### config.mk
export PLATFORM = sky130hd
export DESIGN_NAME = ssa_front
export DESIGN_NICKNAME = d
export VERILOG_FILES = /design/src/rtl/ssa_pkg.sv /design/src/rtl/ssa_front.sv
export SDC_FILE = /design/constraint.sdc
export NUM_CORES = 1
export LEC_CHECK = 0
export BUFFER_PORTS_ARGS = -buffer_cell sky130_fd_sc_hd__buf_4
export CORE_MARGIN = 2
export CORE_UTILIZATION = 45
export CTS_BUF_LIST = sky130_fd_sc_hd__clkbuf_4 sky130_fd_sc_hd__clkbuf_8
export CTS_CLUSTER_DIAMETER = 40
export DETAILED_ROUTE_END_ITERATION = 8
export PLACE_DENSITY_LB_ADDON = 0.25
export SETUP_SLACK_MARGIN = 0.1
export SLEW_MARGIN = 20
export SYNTH_ARGS = -nofsm -noshare
export SYNTH_HDL_FRONTEND = slang
export SYNTH_SLANG_ARGS = --single-unit
### constraint.sdc
create_clock -name clock -period 1.8 [get_ports clock]
set_input_delay 0.36 -clock clock [delete_from_list [all_inputs] [get_ports clock]]
set_output_delay 0.36 -clock clock [all_outputs]
set_load 0.01 [all_outputs]
### src/rtl/ssa_pkg.sv
// types, constants and codes shared by the slab slot allocator modules
package ssa_pkg;

   localparam int SLABS   = 8;
   localparam int SLOTS   = 64;
   localparam int SLAB_W  = 3;
   localparam int SLOT_W  = 6;
   localparam int CNT_W   = 7;
   localparam int REC_W   = 3;
   localparam int TOTAL_W = 10;
   localparam int SIZE_W  = 13;
   localparam int OFF_W   = 18;
   localparam int PROD_W  = 19;
   localparam int ADDR_W  = SLAB_W + SLOT_W;
   localparam int QDEPTH  = 2;

   localparam logic [OFF_W-1:0]  OFF_MAX       = 18'h3FFFF;
   localparam logic [CNT_W-1:0]  SLOTS_MAX     = 7'd64;
   localparam logic [CNT_W-1:0]  RESET_SLOTS   = 7'd64;
   localparam logic [SIZE_W-1:0] RESET_OBJSIZE = 13'd64;

   localparam logic CSR_SLOTS_PER_SLAB = 1'b0;
   localparam logic CSR_OBJECT_SIZE    = 1'b1;

   typedef enum logic {
      OP_ALLOC = 1'b0,
      OP_FREE  = 1'b1
   } op_type;

   typedef enum logic [1:0] {
      ST_OK       = 2'd0,
      ST_NO_SLAB  = 2'd1,
      ST_BAD_FREE = 2'd2
   } status_type;

   typedef enum logic [1:0] {
      S_IDLE,
      S_READ,
      S_EXEC
   } state_type;

   typedef struct packed {
      op_type            op;
      logic [SLAB_W-1:0] slab;
      logic [SLOT_W-1:0] slot;
   } item_type;

   typedef struct packed {
      logic in_use;
      logic [SLOT_W-1:0] link;
   } entry_type;

endpackage

### src/rtl/ssa_front.sv
// request intake: classifies each item and queues it for the back end
module ssa_front (
   input  logic                   clock,
   input  logic                   reset,
   input  logic                   req_tvalid,
   output logic                   req_tready,
   input  logic [15:0]            req_tdata,
   input  logic                   req_tuser,
   output logic                   q_valid,
   input  logic                   q_pop,
   output ssa_pkg::item_type      q_item
);

   ssa_pkg::item_type q_mem_ff [ssa_pkg::QDEPTH];
   logic wr_ptr_ff, wr_ptr_in;
   logic rd_ptr_ff, rd_ptr_in;
   logic [1:0] count_ff, count_in;
   ssa_pkg::item_type cls;
   logic push;
   logic pop;

   always_comb begin
      cls.op   = req_tuser ? ssa_pkg::OP_FREE : ssa_pkg::OP_ALLOC;
      cls.slab = req_tdata[ssa_pkg::SLAB_W-1:0];
      cls.slot = req_tdata[ssa_pkg::SLAB_W +: ssa_pkg::SLOT_W];
   end

   assign req_tready = (count_ff != 2'(ssa_pkg::QDEPTH));
   assign push       = req_tvalid && req_tready;
   assign q_valid    = (count_ff != 2'd0);
   assign pop        = q_pop && q_valid;
   assign q_item     = q_mem_ff[rd_ptr_ff];

   always_comb begin
      wr_ptr_in = push ? ~wr_ptr_ff : wr_ptr_ff;
      rd_ptr_in = pop ? ~rd_ptr_ff : rd_ptr_ff;
      count_in  = count_ff + 2'(push) - 2'(pop);
   end

   always_ff @(posedge clock) begin
      if (reset) begin
         wr_ptr_ff <= 1'b0;
         rd_ptr_ff <= 1'b0;
         count_ff  <= 2'd0;
      end else begin
         wr_ptr_ff <= wr_ptr_in;
         rd_ptr_ff <= rd_ptr_in;
         count_ff  <= count_in;
      end
   end

   always_ff @(posedge clock) begin
      if (push) begin
         q_mem_ff[wr_ptr_ff] <= cls;
      end
   end

endmodule

; Word level (Yosys, flattened, before mapping)
; Memory sizes are Yosys's and may differ from the RTL's. A register that Yosys moved wholly into a read port is not among the register bits.
; Cells that the tools add are included.
[word_totals]
regBits = 4
ramBits = 20
out_inout_bits = 12
n_memories = 1
[classes]
addsub = 2
n_eq_ne = 1
mux = 5
n_bitwise = 2
reduce_logical = 3
[memory_table]
columns = name, depth, width, read_ports, rd_clocked_by_memory_dff, wr, line
row1 = q_mem_ff, 2, 10, 1, 1, 1, ssa_front.sv:14  ; ssa_pkg::item_type q_mem_ff [ssa_pkg::QDEPTH];
[ops]
columns = op, count
row1 = two-way mux 1 bit, 5
row2 = adder 2 x 1 -> 2 bit, 1
row3 = logical AND 1 bit, 2
row4 = "inequality test 2 bit, second input constant", 1
row5 = NOT 1 bit, 2
row6 = nonzero test 2 bit, 1
row7 = subtractor 2 x 1 -> 2 bit, 1

; Longest topological paths before layout
; Gate-level depths: netlist (run 1).
[depth]
depth_word = 4
ltp_mapped = 8

; Worst setup path before layout (run 1)
; No wires, ideal clock.
[synth_path]
path_kind = register to register
start = register count_ff[0]
end = register count_ff[1]
t_arrival_ps = 1366
required_ps = 1685
slack_ps = 319
stages_incl_launch_ff = 9
synth_period_minus_slack_ps = 1481
cell_sequence = dfxtp_1 -> nand2b_2 -> nand2_2 -> ha_1 -> inv_1 -> ha_1 -> xor2_1 -> xnor2_1 -> nor2_1
[synth_between]
elab_chain_len = 4
elab_cells_between_ends = 6
cone_classes = add/sub (2) / eq/ne (1) / reduce/logical (3)
[synth_rtl]
columns = element, line
row1 = "start, declared", ssa_front.sv:17  ; logic [1:0] count_ff, count_in;
row2 = "start signal, assigned", ssa_front.sv:48  ; count_ff <= count_in;
row3 = inequality test 2 bit, ssa_front.sv:28  ; assign req_tready = (count_ff != 2'(ssa_pkg::QDEPTH));
row4 = via req_tready, ssa_front.sv:6  ; output logic req_tready,
row5 = logical AND 1 bit, ssa_front.sv:29  ; assign push = req_tvalid && req_tready;
row6 = adder 2 x 1 -> 2 bit, ssa_front.sv:37  ; count_in = count_ff + 2'(push) - 2'(pop);
row7 = subtractor 2 x 1 -> 2 bit, ssa_front.sv:37
; The timed path passes the listed nets, and every way through them passes these cells.
; A chain may end at the register's enable or synchronous reset.

==> flow_metrics.py, run 1 <==
metrics = {
    "timing": {
        "final_max_slew_viol_count": 0,
        "fin_ws_ns": 0.196,
        "finalHoldViolCount": 0,
        "min_period_over_period_pct": 89.1,
        "min_period_ns": 1.60,
        "fmax_mhz": 623,
        "fin_skew_ns": 0.00201,
        "setup_violations": 0,
        "rsz0062_at_grt": "false",
        "worst_slew_pin_slew_ns": 0.491,
        "relSlewSlack_pct": 67.2,
        "finalSetupTns_ns": 0,
    },
    "global_routing": {
        "grt_pass1_wl_mm": 2.43,
        "track_usage_pct": 13.5,
        "grt_antenna_before_repair": 0,
        "grt_overflow_total": 0,
        "grt_max_degree": 14,
        "grt_pass1_vias": 549,
    },
    "floorplanning": {
        "ioPinCount": 33,
        "core_um2": 1980,
        "die_w_um": 50.1,
        "rows": 16,
        "initial_core_util_pct": 48.2,
        "dieHeight_um": 50.1,
        "dieArea_um2": 2510,
    },
    "logic_synthesis": {
        "postSynthAreaPerCell_um2": 17.4,
        "yosys.area.top_type_share_pct": 62.8,
        "synth-simple-area-share_pct": 6.15,
        "synth_edf_count": 20,
        "yosysTopAreaCell": "edfxtp_1",
        "synth_xor_xnor_area_share_pct": 2.75,
        "synth_compound_area_share_pct": 0.916,
        "synth_top_flop_cell": "edfxtp_1",
        "netlist_area_um2": 956,
        "ys_top_cells_by_count": "edfxtp_1 (20), mux2_1 (10), dfxtp_1 (5), nor2_1 (5)",
        "synthAdderAreaFrac_pct": 2.62,
        "muxShareOfSynthArea_pct": 13.4,
        "ys_seq_elements": 25,
        "yosysUniqueCellTypes": 16,
        "synth_top_family_by_area": "multiplexers",
        "post-synth-top-count-cell": "edfxtp_1",
        "ys_seq_area_share_pct": 73.3,
        "netlist_instances": 55,
        "synth_warnings": 0,
        "synth_nets": 78,
        "ys_async_sr_fraction_pct": 0,
        "ys_top_cells_by_area": "edfxtp_1 (63%), mux2_1 (12%), dfxtp_1 (10%)",
    },
    "detailed_routing": {
        "drc": 0,
        "dr_total_vias": 525,
        "drtPass1Iterations": 3,
        "drt_iter0_markers": 3,
        "routed_wl_mm": 1.49,
        "via_per_inst": 4.69,
        "ant_nets": 0,
        "wl_per_cell_um": 13.3,
    },
    "cells_and_area": {
        "area_growth_pct": 27.9,
        "stdcell_count": 112,
        "n_fill_cell": 171,
        "register_area_um2": 706,
        "nets": 109,
        "drive_above_1_share_pct": 43.5,
        "n_antenna_cell": 0,
        "multi_input_area_um2": 246,
    },
    "clock_tree": {
        "clockBufferDepth": 2,
        "post-cts-setup-buffers": 0,
        "htreeDepth": 1,
        "clk_pin_slew_ns": 0.12,
        "cts_sinks": 25,
        "cts_hold_buf": 0,
        "cts_root_buf": "clkbuf_4",
        "cts.repair.resized": 1,
        "worstSkewPairLatency_ns": 0.30,
        "cts_tree": "done",
        "cts_buffers": 3,
    },
    "job": {
        "maxCapViolCount": 0,
    },
    "critical_path": {
        "reg2reg_to": "count_ff[1]",
        "worstPathArrival_ns": 1.24,
        "end_kind": "output port",
        "startpoint_type": "flip-flop",
        "r2r_setup_slack_ns": 0.25,
        "required_ns": 1.44,
        "rr_worst_depth": 7,
        "critPathKind": "reg -> out",
        "rr_startpoint": "count_ff[1]",
        "path_max_fanout": 10,
    },
    "min_path": {
        "worstHoldEndpoint": "q_mem_ff[0][2]",
        "whs_path_depth": 1,
        "hold_path_class": "in -> reg",
        "hold_path.startpoint": "req_tdata[5]",
    },
    "placed_design": {
        "hpwlAfterDp_mm": 1.07,
        "place_inst": 108,
        "pre_cts_ws_ns": 0.238,
        "place_congestion": 0.664,
        "port_buffers": 25,
    },
    "outcome": {
        "outcome": "complete, no violations",
    },
    "pwr": {
        "ir_drop_mv": 0.769,
        "power.density_nw_per_um2": 1260,
        "p_leak_nw": 0.491,
    },
}
[worst max-delay path, stage by stage, from the launching register on]
cell and delay [ns]:
dfxtp_4 0.45, mux2_1 0.34, buf_4 0.15
[sequential cells by signal, summed over array words and instances, names as in the netlist, named ones only]
register   cells
wr_ptr_ff      1
rd_ptr_ff      1
q_mem_ff      20
count_ff       2
[cell families (layout without fill, tap and decap cells)]
| logic type | after synthesis | count (layout) |
|---|---|---|
| flops | 25 | 25 |
| mux | 11 | 11 |
| simple gates | 11 | 11 |
| xor+xnor | 3 | 3 |
| fa+ha+maj | 2 | 2 |
| buf+inv | 2 | 32 |
| compound gates | 1 | 1 |
[metal layers]
metal  GRT usage, %  vias up  wire [um]
li1               -      260          -
met3           2.73        0         66
met2           23.0       14        801
met1           16.5      251        622
met5              0        -          0
met4           5.56        0          0
[how the worst max path moves through the flow]
stage / startpoint / endpoint / slack, ns / cells past startpoint
final: flip-flop / q_item[8] / 0.20 / 2
after global routing: flip-flop / q_item[8] / 0.12 / 2
after CTS: flip-flop / q_item[8] / 0.10 / 2
after detailed placement: q_pop / count_ff[1] / 0.24 / 8
after global placement: q_pop / count_ff[1] / 0.27 / 8
after floorplan: count_ff[0] / count_ff[1] / 0.32 / 8
[cell type report]
class                      instances  area share, %
clock buffer                       4           2.46
inverter                           1          0.307
multi-input combinational         28           20.2
sequential                        25           57.7
tap                               27           2.76
timing repair buffer              27           16.6
[cells in the final DEF, fill, tap and decap left out]
cell type	n
dfxtp_2	1
clkbuf_4	4
nand2b_2	1
ha_1	2
buf_4	27
nor2b_1	2
nor2_1	5
and3_1	1
inv_1	1
xnor2_1	2
xor2_1	1
or2_1	1
mux2_4	1
o21a_2	1
nand2_2	1
edfxtp_1	20
mux2_1	10
dfxtp_1	3
dfxtp_4	1
[report_power, final]
group	leakage, nW	switching (mW)	internal (mW)
logic	0.243	0.204	0.273
clock network	0.0184	0.152	0.101
registers	0.229	0.0677	0.740
total	0.491	0.423	1.11
[stage by stage]
stage	util [%]	hold WS [ns]	total power [mW]	area, um^2
6_report	61.7	0.228	1.54	1220
5_1_grt	61.7	0.206	1.64	1220
4_1_cts	61.5	0.216	1.56	1220
3_5_place_dp	59.9	0.507	1.30	1190
3_3_place_gp	59.9	0.496	1.28	1190
2_1_floorplan	-	0.432	1.08	956
No activity file was read; power rests on OpenSTA's default activity.
==> run 2: changes to the inputs <==
--- a/config.mk
+++ b/config.mk
@@ -12,6 +12,7 @@
 export CTS_CLUSTER_DIAMETER = 40
 export DETAILED_ROUTE_END_ITERATION = 8
 export PLACE_DENSITY_LB_ADDON = 0.25
+export REMOVE_ABC_BUFFERS = 1
 export SETUP_SLACK_MARGIN = 0.1
 export SLEW_MARGIN = 20
 export SYNTH_ARGS = -nofsm -noshare
==> run 2 against run 1 <==
  * First-iteration DRC count rose to 5.7 times the previous value
  * Flip-flop and latch count did not move
  * Clock skew rose by 0.0073 ns
  * Power fell by 0.57%
  * Hold slack got worse by 0.0049 ns
  * Register-to-register slack barely moved
  * Critical endpoint unchanged
  * Die area did not move
  * Global-route usage fell by 1.3 points
==> flow_metrics.py, run 2 (synthesis gave the netlist of run 1 again) <==
metrics = {
    "clock_tree": {
        "clk_pin_slew_ns": 0.13,
        "cts_buffers": 3,
        "post-cts-setup-buffers": 0,
        "cts_root_buf": "clkbuf_4",
        "clockBufferDepth": 2,
        "cts_hold_buf": 0,
        "cts_tree": "done",
        "worstSkewPairLatency_ns": 0.31,
        "cts_sinks": 25,
        "htreeDepth": 1,
    },
    "cells_and_area": {
        "largest_register": "q_mem_ff",
        "layout_commonest_cell": "buf_4",
        "nets": 109,
        "area_growth_pct": 27.7,
        "n_antenna_cell": 0,
        "top_regs": "q_mem_ff x20, count_ff x2",
        "largest_reg_flops": 20,
        "drive_above_1_share_pct": 42.4,
        "layout_common_cells": "buf_4 (27), edfxtp_1 (20), mux2_1 (10), nor2_1 (5)",
    },
    "timing": {
        "fmax_mhz": 623,
        "setup_violations": 0,
        "fin_skew_ns": 0.00935,
        "min_period_over_period_pct": 89.2,
        "worst_slew_pin_slew_ns": 0.525,
        "relSlewSlack_pct": 65.0,
        "finalHoldViolCount": 0,
        "final_max_slew_viol_count": 0,
        "fin_ws_ns": 0.195,
        "min_period_ns": 1.61,
        "finalSetupTns_ns": 0,
        "rsz0062_at_grt": "false",
    },
    "floorplanning": {
        "ioPinCount": 33,
        "core_um2": 1980,
        "dieHeight_um": 50.1,
        "initial_core_util_pct": 48.2,
        "rows": 16,
        "die_w_um": 50.1,
        "dieArea_um2": 2510,
    },
    "placed_design": {
        "hpwlAfterDp_um": 928,
        "pre_cts_ws_ns": 0.254,
        "place_congestion": 0.622,
        "port_buffers": 25,
    },
    "global_routing": {
        "busiest_layer": "met2",
        "grt_pass1_wl_mm": 2.18,
        "grt_max_degree": 14,
        "grt_pass1_vias": 508,
        "grt_overflow_total": 0,
        "grt_antenna_before_repair": 0,
        "gr-usage-met3_pct": 3.03,
        "track_usage_pct": 12.2,
        "met2_usage_pct": 19.5,
        "grt_use_met1_pct": 14.4,
    },
    "critical_path": {
        "required_ns": 1.44,
        "end_kind": "output port",
        "worstPathArrival_ns": 1.25,
        "path_max_fanout": 10,
        "critPathKind": "reg -> out",
        "startpoint_type": "flip-flop",
    },
    "detailed_routing": {
        "dr_total_vias": 523,
        "drt_iter0_markers": 17,
        "ant_nets": 0,
        "routed_wl_mm": 1.35,
        "wl_per_cell_um": 12.1,
        "drc": 0,
        "via_per_inst": 4.67,
        "drtPass1Iterations": 4,
    },
    "pwr": {
        "power.density_nw_per_um2": 1250,
        "p_leak_nw": 0.491,
        "ir_drop_mv": 0.827,
    },
    "job": {
        "maxCapViolCount": 0,
    },
    "min_path": {
        "hold_path_class": "in -> reg",
    },
    "outcome": {
        "outcome": "complete, no violations",
    },
}
## run 2: cell types whose count changed in the layout (fill, tap and decap cells not counted)
cell / change
dfxtp_1: +1
dfxtp_2: -1
## run 2: metal layers
layer  up-vias  share of wire, %
li1        260                 -
met1       242                43
met2        17                49
met3         4               5.5
met4         0               3.0
met5         -                 0
## run 2: worst paths after layout
path,from,end,slack [ns],cells after the start
min reg2reg,rd_ptr_ff,flip-flop,0.54,2
max reg2reg,count_ff[0],count_ff[1],0.24,8
min,req_tdata[2],q_mem_ff[1][8],0.22,1
max,flip-flop,q_item[8],0.19,2
## run 2: layout make-up
cell class                 count  area (um^2)
sequential                    25          704
inverter                       1         3.75
clock buffer                   4         30.0
multi-input combinational     28          246
timing repair buffer          27          203
fill                         156          761
tap                           27         33.8
## run 2: per-stage QoR
step / std cells / cell area (um^2) / util (%) / hold slack (ns) / total power, mW
floorplan: 54 / 951 / - / 0.432 / 1.07
global placement: 108 / 1190 / 59.9 / 0.495 / 1.28
detailed placement: 108 / 1190 / 59.9 / 0.523 / 1.30
CTS: 112 / 1220 / 61.5 / 0.222 / 1.55
global route: 112 / 1220 / 61.6 / 0.208 / 1.62
finish: 112 / 1220 / 61.6 / 0.224 / 1.53
## run 2: timing repair
item	CTS	global route
gates resized for setup	1	1
setup endpoints to repair	10	10
gates cloned	0	0
## run 2: worst max-delay path, stage by stage, from the launching register on
cell and delay (ns):
dfxtp_4 0.45, mux2_1 0.34, buf_4 0.15
## run 2: power breakdown
group | leakage, nW | switching (mW) | total, mW | internal [mW]
Clock | 0.0184 | 0.151 | 0.252 | 0.102
Combinational | 0.243 | 0.200 | 0.473 | 0.273
Sequential | 0.229 | 0.0662 | 0.804 | 0.738
Total | 0.491 | 0.417 | 1.53 | 1.11
